### config.mk
export PLATFORM = sky130hd
export DESIGN_NAME = drive_command_frame_encoder
export DESIGN_NICKNAME = d
export VERILOG_FILES = /design/src/sv/dcfe_pkg.sv /design/src/sv/drive_command_frame_encoder.sv /design/src/sv/dcfe_speed_stage.sv /design/src/sv/dcfe_serializer.sv
export SDC_FILE = /design/constraint.sdc
export NUM_CORES = 1
export LEC_CHECK = 0
export BUFFER_PORTS_ARGS = -buffer_cell sky130_fd_sc_hd__buf_2
export CORE_ASPECT_RATIO = 2
export CORE_MARGIN = 2
export CORE_UTILIZATION = 55
export DETAILED_ROUTE_END_ITERATION = 16
export PLACE_DENSITY = 0.76
export REMOVE_ABC_BUFFERS = 1
export SLEW_MARGIN = 25
export SYNTH_ARGS = -nofsm -noshare
export SYNTH_HDL_FRONTEND = slang
export SYNTH_SLANG_ARGS = --single-unit
### constraint.sdc
create_clock -name clock -period 6.7 [get_ports clock]
set_input_delay 0.67 -clock clock [delete_from_list [all_inputs] [get_ports clock]]
set_output_delay 0.67 -clock clock [all_outputs]
set_load 0.005 [all_outputs]
### src/sv/dcfe_pkg.sv
// shared types, constants and functions of the drive command frame encoder
package dcfe_pkg;

   localparam int CODE_W  = 4;
   localparam int PCT_W   = 7;
   localparam int BYTE_W  = 8;
   localparam int CRC_W   = 16;
   localparam int IDX_W   = 4;
   localparam int SCALE_W = 11;
   localparam int RECIP_W = 16;
   localparam int PROD_W  = SCALE_W + RECIP_W;

   localparam logic [PCT_W-1:0]   PCT_MAX      = 7'd100;
   // full speed is 240 * pct / 100 = 12 * pct / 5, divide by 5 via reciprocal
   localparam logic [RECIP_W-1:0] RECIP_FIVE   = 16'd52429;
   localparam int                 RECIP_SHIFT  = 18;

   localparam logic [BYTE_W-1:0]  FRAME_SYNC   = 8'hFF;
   localparam logic [BYTE_W-1:0]  FRAME_LEN    = 8'h07;
   localparam logic [BYTE_W-1:0]  FRAME_PAD    = 8'h00;
   localparam logic [CRC_W-1:0]   CRC_INIT     = 16'hFFFF;
   localparam logic [CRC_W-1:0]   CRC_POLY     = 16'hA001;

   localparam logic [BYTE_W-1:0]  FLAG_FWD     = 8'hF0;
   localparam logic [BYTE_W-1:0]  FLAG_REV     = 8'hA0;
   localparam logic [BYTE_W-1:0]  FLAG_DIAG    = 8'h50;
   localparam logic [BYTE_W-1:0]  FLAG_SPIN    = 8'hB0;
   localparam logic [BYTE_W-1:0]  FLAG_NONE    = 8'h00;

   // byte positions within the frame
   localparam logic [IDX_W-1:0] IDX_SYNC   = 4'd0;
   localparam logic [IDX_W-1:0] IDX_LEN    = 4'd1;
   localparam logic [IDX_W-1:0] IDX_LEFT   = 4'd2;
   localparam logic [IDX_W-1:0] IDX_PAD_L  = 4'd3;
   localparam logic [IDX_W-1:0] IDX_RIGHT  = 4'd4;
   localparam logic [IDX_W-1:0] IDX_PAD_R  = 4'd5;
   localparam logic [IDX_W-1:0] IDX_FLAG   = 4'd6;
   localparam logic [IDX_W-1:0] IDX_CRC_LO = 4'd7;
   localparam logic [IDX_W-1:0] IDX_CRC_HI = 4'd8;

   typedef enum logic [CODE_W-1:0] {
      DIR_UP         = 4'd0,
      DIR_DOWN       = 4'd1,
      DIR_LEFT       = 4'd2,
      DIR_RIGHT      = 4'd3,
      DIR_LEFT_UP    = 4'd4,
      DIR_RIGHT_UP   = 4'd5,
      DIR_LEFT_DOWN  = 4'd6,
      DIR_RIGHT_DOWN = 4'd7,
      DIR_SPIN       = 4'd8
   } dir_code_type;

   typedef enum logic [1:0] {
      SPD_ZERO = 2'd0,
      SPD_FULL = 2'd1,
      SPD_RED  = 2'd2
   } speed_kind_type;

   typedef struct packed {
      speed_kind_type    left_kind;
      speed_kind_type    right_kind;
      logic [BYTE_W-1:0] flag;
   } dir_entry_type;

   typedef struct packed {
      logic [BYTE_W-1:0] left_speed;
      logic [BYTE_W-1:0] right_speed;
      logic [BYTE_W-1:0] flag;
   } cmd_type;

   function automatic dir_entry_type dir_lookup(input logic [CODE_W-1:0] code);
      dir_entry_type e;
      case (code)
         DIR_UP:         e = '{SPD_FULL, SPD_FULL, FLAG_FWD};
         DIR_DOWN:       e = '{SPD_FULL, SPD_FULL, FLAG_REV};
         DIR_LEFT:       e = '{SPD_ZERO, SPD_FULL, FLAG_FWD};
         DIR_RIGHT:      e = '{SPD_FULL, SPD_ZERO, FLAG_FWD};
         DIR_LEFT_UP:    e = '{SPD_RED,  SPD_FULL, FLAG_DIAG};
         DIR_RIGHT_UP:   e = '{SPD_FULL, SPD_RED,  FLAG_DIAG};
         DIR_LEFT_DOWN:  e = '{SPD_FULL, SPD_FULL, FLAG_NONE};
         DIR_RIGHT_DOWN: e = '{SPD_FULL, SPD_RED,  FLAG_NONE};
         DIR_SPIN:       e = '{SPD_RED,  SPD_FULL, FLAG_SPIN};
         default:        e = '{SPD_ZERO, SPD_ZERO, FLAG_NONE};
      endcase
      return e;
   endfunction

   function automatic logic [CRC_W-1:0] crc16_byte(input logic [CRC_W-1:0] crc_cur,
                                                   input logic [BYTE_W-1:0] data);
      logic [CRC_W-1:0] c;
      c = crc_cur ^ {{(CRC_W-BYTE_W){1'b0}}, data};
      for (int b = 0; b < BYTE_W; b++) begin
         if (c[0]) begin
            c = (c >> 1) ^ CRC_POLY;
         end else begin
            c = c >> 1;
         end
      end
      return c;
   endfunction

endpackage

### src/sv/drive_command_frame_encoder.sv
// drive command frame encoder: input register, speed stage and frame serializer
// path: input register, speed stage register, then the serializer, which sends the nine frame bytes in order
// throughput: one frame byte per cycle while rsp_tready is high, set by the byte-wide output
// a new command is taken while the previous frame is still being sent
// reset: synchronous, active high; clears all valid flags and the byte counter
module drive_command_frame_encoder (
   input  logic        clock,
   input  logic        reset,
   input  logic        req_tvalid,
   output logic        req_tready,
   input  logic [15:0] req_tdata,   // direction_code [3:0], speed_percent [10:4], zero [15:11]
   output logic        rsp_tvalid,
   input  logic        rsp_tready,
   output logic [7:0]  rsp_tdata,   // frame_byte [7:0]
   output logic        rsp_tlast
);
   import dcfe_pkg::*;

   logic              in_valid_ff, in_valid_in;
   logic [CODE_W-1:0] code_ff, code_in;
   logic [PCT_W-1:0]  pct_ff, pct_in;
   logic              speed_ready;
   logic              cmd_valid;
   logic              cmd_ready;
   cmd_type           cmd;

   assign req_tready = !in_valid_ff || speed_ready;

   always_comb begin
      in_valid_in = in_valid_ff;
      code_in     = code_ff;
      pct_in      = pct_ff;
      if (req_tvalid && req_tready) begin
         in_valid_in = 1'b1;
         code_in     = req_tdata[CODE_W-1:0];
         pct_in      = req_tdata[CODE_W +: PCT_W];
      end else if (speed_ready) begin
         in_valid_in = 1'b0;
      end
   end

   always_ff @(posedge clock) begin
      if (reset) begin
         in_valid_ff <= 1'b0;
      end else begin
         in_valid_ff <= in_valid_in;
      end
      code_ff <= code_in;
      pct_ff  <= pct_in;
   end

   dcfe_speed_stage u_speed (
      .clock     (clock),
      .reset     (reset),
      .in_valid  (in_valid_ff),
      .in_ready  (speed_ready),
      .in_code   (code_ff),
      .in_pct    (pct_ff),
      .out_valid (cmd_valid),
      .out_ready (cmd_ready),
      .out_cmd   (cmd)
   );

   dcfe_serializer u_ser (
      .clock     (clock),
      .reset     (reset),
      .cmd_valid (cmd_valid),
      .cmd_ready (cmd_ready),
      .cmd       (cmd),
      .out_valid (rsp_tvalid),
      .out_ready (rsp_tready),
      .out_byte  (rsp_tdata),
      .out_last  (rsp_tlast)
   );

endmodule

### src/sv/dcfe_speed_stage.sv
// wheel speed and flag stage: table lookup and scaled speed, registered
module dcfe_speed_stage (
   input  logic                        clock,
   input  logic                        reset,
   input  logic                        in_valid,
   output logic                        in_ready,
   input  logic [dcfe_pkg::CODE_W-1:0] in_code,
   input  logic [dcfe_pkg::PCT_W-1:0]  in_pct,
   output logic                        out_valid,
   input  logic                        out_ready,
   output dcfe_pkg::cmd_type           out_cmd
);
   import dcfe_pkg::*;

   logic                valid_ff, valid_in;
   cmd_type             cmd_ff, cmd_in;
   dir_entry_type       entry;
   logic [PCT_W-1:0]    pct_sat;
   logic [SCALE_W-1:0]  scaled;
   logic [PROD_W-1:0]   prod;
   logic [BYTE_W-1:0]   full_speed;
   logic [BYTE_W-1:0]   red_speed;
   logic                load;

   function automatic logic [BYTE_W-1:0] pick_speed(input speed_kind_type kind,
                                                    input logic [BYTE_W-1:0] full,
                                                    input logic [BYTE_W-1:0] red);
      logic [BYTE_W-1:0] s;
      case (kind)
         SPD_FULL: s = full;
         SPD_RED:  s = red;
         default:  s = '0;
      endcase
      return s;
   endfunction

   assign pct_sat    = (in_pct > PCT_MAX) ? PCT_MAX : in_pct;
   // 12 * pct
   assign scaled     = {1'b0, pct_sat, 3'b000} + {2'b00, pct_sat, 2'b00};
   assign prod       = PROD_W'(scaled) * PROD_W'(RECIP_FIVE);
   assign full_speed = prod[RECIP_SHIFT +: BYTE_W];
   assign red_speed  = {{(BYTE_W-PCT_W){1'b0}}, pct_sat};
   assign entry      = dir_lookup(in_code);

   assign in_ready = !valid_ff || out_ready;
   assign load     = in_valid && in_ready;

   always_comb begin
      valid_in = valid_ff;
      cmd_in   = cmd_ff;
      if (load) begin
         valid_in           = 1'b1;
         cmd_in.left_speed  = pick_speed(entry.left_kind, full_speed, red_speed);
         cmd_in.right_speed = pick_speed(entry.right_kind, full_speed, red_speed);
         cmd_in.flag        = entry.flag;
      end else if (out_ready) begin
         valid_in = 1'b0;
      end
   end

   always_ff @(posedge clock) begin
      if (reset) begin
         valid_ff <= 1'b0;
      end else begin
         valid_ff <= valid_in;
      end
      cmd_ff <= cmd_in;
   end

   assign out_valid = valid_ff;
   assign out_cmd   = cmd_ff;

endmodule

### src/sv/dcfe_serializer.sv
// frame serializer: sends nine bytes per command and folds bytes 1 to 6 into the crc
module dcfe_serializer (
   input  logic                        clock,
   input  logic                        reset,
   input  logic                        cmd_valid,
   output logic                        cmd_ready,
   input  dcfe_pkg::cmd_type           cmd,
   output logic                        out_valid,
   input  logic                        out_ready,
   output logic [dcfe_pkg::BYTE_W-1:0] out_byte,
   output logic                        out_last
);
   import dcfe_pkg::*;

   logic               busy_ff, busy_in;
   logic [IDX_W-1:0]   index_ff, index_in;
   cmd_type            cmd_ff, cmd_in;
   logic [CRC_W-1:0]   crc_ff, crc_in;
   logic [BYTE_W-1:0]  cur_byte;
   logic               take;
   logic               is_last;
   logic               in_crc_span;
   logic               load;

   always_comb begin
      case (index_ff)
         IDX_SYNC:   cur_byte = FRAME_SYNC;
         IDX_LEN:    cur_byte = FRAME_LEN;
         IDX_LEFT:   cur_byte = cmd_ff.left_speed;
         IDX_PAD_L:  cur_byte = FRAME_PAD;
         IDX_RIGHT:  cur_byte = cmd_ff.right_speed;
         IDX_PAD_R:  cur_byte = FRAME_PAD;
         IDX_FLAG:   cur_byte = cmd_ff.flag;
         IDX_CRC_LO: cur_byte = crc_ff[BYTE_W-1:0];
         IDX_CRC_HI: cur_byte = crc_ff[CRC_W-1:BYTE_W];
         default:    cur_byte = FRAME_PAD;
      endcase
   end

   assign is_last     = (index_ff == IDX_CRC_HI);
   assign in_crc_span = (index_ff >= IDX_LEN) && (index_ff <= IDX_FLAG);
   assign take        = busy_ff && out_ready;
   assign cmd_ready   = !busy_ff || (out_ready && is_last);
   assign load        = cmd_valid && cmd_ready;

   always_comb begin
      busy_in  = busy_ff;
      index_in = index_ff;
      cmd_in   = cmd_ff;
      crc_in   = crc_ff;
      if (load) begin
         busy_in  = 1'b1;
         index_in = IDX_SYNC;
         cmd_in   = cmd;
         crc_in   = CRC_INIT;
      end else if (take) begin
         if (is_last) begin
            busy_in = 1'b0;
         end else begin
            index_in = index_ff + 1'b1;
            if (in_crc_span) begin
               crc_in = crc16_byte(crc_ff, cur_byte);
            end
         end
      end
   end

   always_ff @(posedge clock) begin
      if (reset) begin
         busy_ff  <= 1'b0;
         index_ff <= IDX_SYNC;
      end else begin
         busy_ff  <= busy_in;
         index_ff <= index_in;
      end
      cmd_ff <= cmd_in;
      crc_ff <= crc_in;
   end

   assign out_valid = busy_ff;
   assign out_byte  = cur_byte;
   assign out_last  = is_last;

endmodule

-- Word level (Yosys, flattened, before mapping)
Memories as Yosys holds them, arrays and structs flattened. A register that Yosys moved wholly into a read port is not among the register bits.
Index checks and enable logic that the tools add are counted.
- register bits after elaboration: 82
- ROM bits: 128
- bits of input ports: 20
- output and inout port bits: 11
- word-level logic and storage cells: 109
- memories kept: 1
- memories (memory ; words ; bits a word ; read ports ; clocked after memory_dff ; write ports ; RTL line ; RTL):
    (name not given) ; 16 ; 8 ; 1 ; 1 ; 0 ; dcfe_pkg.sv:73 ; case (code)
- add/subtract/negate cells: 2
- $mul: 1
- magnitude comparators: 3
- eq/ne operators: 10
- multiplexer cells: 48
- bitwise logic cells: 10
- reductions and logical operators: 21
- operators by type and width (operator ; count):
    16-bit two-way mux ; 36
    8-bit one-hot mux with 7 select lines ; 1
    8-bit one-hot mux with 2 select lines ; 2
    11-bit by 16-bit multiplier with 26-bit output (second input constant) ; 1
    2-bit inverter with 3-bit output ; 8
    16-bit by 8-bit bitwise XOR with 16-bit output ; 1
    4-bit by 3-bit == test with 1-bit output (second input constant) ; 3
    10-bit by 9-bit adder with 11-bit output ; 1
    2-bit nonzero test ; 4
    7-bit > comparator (second input constant) ; 1
    1-bit two-way mux ; 7
    7-bit two-way mux ; 1
    1-bit logical AND ; 6
    4-bit by 1-bit adder with 4-bit output (second input constant) ; 1
    2-bit by 1-bit == test with 1-bit output (second input constant) ; 2
    2-bit == test (second input constant) ; 2
    4-bit by 1-bit == test with 1-bit output (second input constant) ; 1
    4-bit by 2-bit == test with 1-bit output (second input constant) ; 1
    4-bit == test (second input constant) ; 1
    4-bit by 1-bit greater-or-equal comparator with 1-bit output (second input constant) ; 1
    4-bit by 3-bit less-or-equal comparator with 1-bit output (second input constant) ; 1
    4-bit zero test ; 1
    4-bit two-way mux ; 1
    2-bit AND reduction ; 2
    other kinds (5) ; 9

-- Depth between registers and ports, before layout
- depth in word-level cells: 47
- gate-level depth with buffers: 27
- gate-level depth less buffers: 26

-- Hierarchy
A second synthesis with hierarchy kept.
- cells, all modules: 616
- area, all modules: 6188.4 um^2
- modules (own cells, without submodules) (module ; instances ; cells each ; area each (um^2)):
    dcfe_speed_stage ; 1 ; 378 ; 3455.8
    dcfe_serializer ; 1 ; 222 ; 2347.3
    drive_command_frame_encoder ; 1 ; 16 ; 385.4

-- Worst setup path after synthesis
Ideal clock, no wire load.
- path type: register -> register
- start: register pct_ff[3]
- end: register u_speed.cmd_ff, in the netlist u_speed.out_cmd[23] (data pin)
- arrival time: 6127 ps
- path slack: 427 ps
- cell stages (with the launch flop): 28
- path buffers: 1
- cells stage by stage: edfxtp_1 > clkbuf_1 > o311ai_1 > nand2_1 > inv_1 > ha_1 > ha_1 > nand3b_1 > o31ai_1 > a221oi_2 > o21ai_1 > xor2_1 > xor2_1 > inv_1 > fa_1 > fa_1 > fa_1 > inv_1 > ha_1 > ha_1 > o21ai_0 > nand2b_1 > and4_1 > a21oi_1 > o21ai_0 > a41o_1 > a21o_1 > a21oi_1
- cells in the longest elaborated chain, start to end: 5
- RTL lines (what ; RTL line ; RTL):
    from (decl) ; drive_command_frame_encoder.sv:21 ; logic [PCT_W-1:0] pct_ff, pct_in;
    from (signal assigned) ; drive_command_frame_encoder.sv:49 ; pct_ff <= pct_in;
    7-bit > comparator ; dcfe_speed_stage.sv:37 ; assign pct_sat = (in_pct > PCT_MAX) ? PCT_MAX : in_pct;
    7-bit two-way mux * ; dcfe_speed_stage.sv:37 ;
    10-bit by 9-bit adder with 11-bit output * ; dcfe_speed_stage.sv:39 ; assign scaled = {1'b0, pct_sat, 3'b000} + {2'b00, pct_sat, 2'b00};
    11-bit by 16-bit multiplier with 26-bit output * ; dcfe_speed_stage.sv:40 ; assign prod = PROD_W'(scaled) * PROD_W'(RECIP_FIVE);
    8-bit one-hot mux with 2 select lines * ; dcfe_speed_stage.sv:29 ; case (kind)
    to (signal assigned) ; dcfe_speed_stage.sv:67 ; cmd_ff <= cmd_in;
    to (decl) ; dcfe_speed_stage.sv:16 ; cmd_type cmd_ff, cmd_in;
Mark *: on every way between the ends. The rest lies on a longest branch, timed or not.
A chain may end at the register's enable or synchronous reset.

-- Final worst setup path
- start: register pct_ff[6]
- end: register u_speed.cmd_ff, in the netlist u_speed.out_cmd[12] (data pin)
- cells in the longest elaborated chain, start to end: 5
- RTL lines (what ; RTL line):
    7-bit > comparator ; dcfe_speed_stage.sv:37
    7-bit two-way mux * ; dcfe_speed_stage.sv:37
    10-bit by 9-bit adder with 11-bit output ; dcfe_speed_stage.sv:39
    11-bit by 16-bit multiplier with 26-bit output ; dcfe_speed_stage.sv:40
    8-bit one-hot mux with 2 select lines * ; dcfe_speed_stage.sv:29
Marked as above.

==> metrics.md <==
| Metric | Value |
|---|---|
| Status | finished, final reports clean |
| Seq/Total Area, Yosys | 34.5% |
| Clock Latency Late Sink | between 300 and 400 ps |
| RSZ-0062 raised after global routing | false |
| Post-place instance area | 6500 um2 |
| Hold buffers post-CTS | 0 |
| Setup TNS | 0 ps |
| Mean Syn Cell Area | ~9.8 um2 |
| Max VDD drop | 0.369 mV |
| Main synth FF type | edfxtp_1 |
| Die ar. | roughly 12000 um2 |
| Placeable Area | 10800 um2 |
| Most common library cells after synthesis | inv_1, ha_1, nand2_1, edfxtp_1, a21oi_1 |
| Slowest CP cell | fa_1 |
| Largest net degree at the start of global routing | 29 |
| Vias per cell | 5.75 |
| Synth area leaders | edfxtp_1, ha_1, dfxtp_1 |
| Remaining global-route overflow | 0 |
| Initial antenna violation count | 0 |
| Relative slew slack | 32.6% |
| Clk slew on worst S/H paths | 60 ps |
| Synthesized instance count | 610 |
| Ports | 31 |
| Yosys warning count | 0 |
| Seq cells post-synth | 79 |
| Overall Global Routing Usage | about a quarter |
| Initial Util | 55.6% |
| Switching part of the total power | 44.5% |
| CTS root buffer | clkbuf_16 |
| Final min period | 6370 ps |
| Avg WL per Cell | 16.4 um |
| Ant diodes | 0 |
| Hold Slack | 404 ps |
| Max Clock Freq | 0.157 GHz |
| FF-to-FF Start | pct_ff[6] |
| Area grow syn2layout | 14.2% |
| Starting DRT DRC Count | approximately 170 |
| Worst Tran Pin Value | 1010 ps |
| Die width | 77.9 um |
| Total power | 3.51 mW |
| PnR worst setup slack | 333 ps |
| DR DRC count | 0 |
| Cells on worst reg2reg path | 26 |
| Peak per-stage delay on the critical path | 560 ps |
| Number of H-tree levels | 3 |
| Clock buffer depth | 2 |
| Worst path most repeated cell | inv_1 |
| Top-count cell post-synth | inv_1 |
| Hold path startpoint | u_speed.entry[4] |
| Global-route wire length before repair | 21.5 mm |
| Power Density | 512 nW/um2 |
| Vias in the first global route | between 4000 and 5000 |
| Slew Viols, Final | 0 |
| Critical path depth | 26 |
| Clock power frac | 12.6% |
| Hold Violations, Final | 0 |
| Crit Path Max Fanout | 9 |
| CTS sink count | 79 |
| Rows | 54 |
| Finished layout cell area | 6860 um2 |
| WP data arrival | 6430 ps |
| Total iterations of the first detailed-routing run | 6 |
| Endpoint class of the critical path | flip-flop |
| Post-detail-place hpwl | 10.9 mm |
| DRT Wirelength | 13.4 mm |
| CTS tree | done |
| Final net count | 787 |
| Int Pwr | 1.95 mW |
| Clk_skew | 9.86 ps |
| Critical path class | reg -> reg |
| Routed Antenna Nets | 0 |
| Worst path bufs/invs | 6 |
| Floorplan die height | 152 um |
| Logic gate share of total power | 70.2% |
| Pre-CTS setup slack | -57.2 ps |
| Req. time, crit path | 6770 ps |
| Family with the most delay on the worst path | adder cells |
| Critical Path Source | pct_ff[6] |
| Period utilization | 95.0% |
| Clock buffer count from CTS | 9 |
| Area leader, netlist | edfxtp_1 |
| LEAKAGE | 3.23 nW |
| Post-synth top area share | 24.5% |
| WHS Path Cells | 0 |
| EDFF count, synth | 49 |
| Vias | 4677 |
| Layout cells sized above 1 | 15.9% |
| Max cap viols | 0 |
| Hold Crit Class | reg -> reg |
| Placer Congestion | 0.924 |
| Post-synthesis cell area | 6010 um2 |
| Synth async-reset ratio | 0% |
| CP startpoint kind | flip-flop |
| Sequential power share | about 17% |
| Yosys cell types | 68 |
| Port Buf Inserts | 25 |
| Final Setup Violations | 0 |
| Net Sw Power | 1.56 mW |
==> stage by stage <==
step | util (%) | cells
3_3_place_gp | 60.2 | 794
2_1_floorplan | - | 589
4_1_cts | 62.9 | 810
6_report | 63.5 | 814
3_5_place_dp | 60.2 | 794
5_1_grt | 63.5 | 814
==> final cells by class <==
class                           instances  area, um2
Tap cell                              140        175
Inverter                               81        304
Sequential cell                        79       2070
Multi-Input combinational cell        429       3580
Fill cell                             900       3950
Timing Repair Buffer                   69        455
Clock buffer                           11        243
Clock inverter                          5       35.0
==> cells in the final DEF, fill, tap and decap left out, drive strengths merged, types with 4 or more instances in the layout <==
master / Yosys / final
nand2: 64 / 64
clkinv: 0 / 4
nand3: 10 / 10
dfxtp: 30 / 30
nand3b: 7 / 7
xnor2: 18 / 18
a21o: 4 / 4
nand2b: 7 / 7
inv: 81 / 81
o21ai: 24 / 24
a22oi: 5 / 5
o211ai: 11 / 11
nor3: 13 / 13
ha: 75 / 75
edfxtp: 49 / 49
o21bai: 5 / 5
fa: 23 / 23
nor2b: 6 / 6
o22ai: 8 / 8
nor2: 22 / 22
a211oi: 4 / 4
and2: 5 / 5
xor2: 18 / 18
buf: 13 / 69
mux2i: 14 / 14
a22o: 9 / 9
a21oi: 34 / 34
clkbuf: 8 / 11
==> path summary, 6_finish.rpt <==
path / to / slack, ps
min: u_speed.out_cmd[4] / 400
min reg2reg: u_speed.out_cmd[4] / 400
max: u_speed.out_cmd[12] / 330
max reg2reg: u_speed.out_cmd[12] / 330
==> registers in the layout, summed over array words and instances (netlist names), 4 cells and up <==
name and flops:
code_ff 4, pct_ff 7, u_ser.cmd_ff 19, u_ser.crc_ff 16, u_ser.index_ff 4, u_speed.entry 7
u_speed.out_cmd 19
==> per-layer routing <==
metal	global-route usage, %	vias up	share of wire, %
met5	0	-	0
met4	15.2	0	5.1
met3	3.08	43	2.2
met2	49.0	104	62
met1	19.4	2285	31
li1	-	2245	-
==> timing repair <==
action	in CTS	in global routing
setup endpoints to repair	4	14
pin swaps	1	7
setup buffers	0	4
resized for setup	2	9
==> power groups by stage <==
stage	clock network, mW	logic, mW	registers (mW)
finish	0.444	2.47	0.601
floorplan	0	1.67	0.608
global route	0.476	2.78	0.605
detailed placement	0	2.41	0.612
CTS	0.455	2.44	0.602
global placement	0	2.31	0.608
==> logic make-up after synthesis <==
family	count (synthesis)	share of synthesized area [%]
multiplexers	15	2.65
AO/OA/AOI/OAI	132	15.0
adder cells (fa/ha/maj)	98	23.3
buffers and inverters	102	6.79
XOR/XNOR	39	6.39
AND/OR/NAND/NOR	145	11.4
flip-flops	79	34.5
No activity file was read; power rests on OpenSTA's default activity.
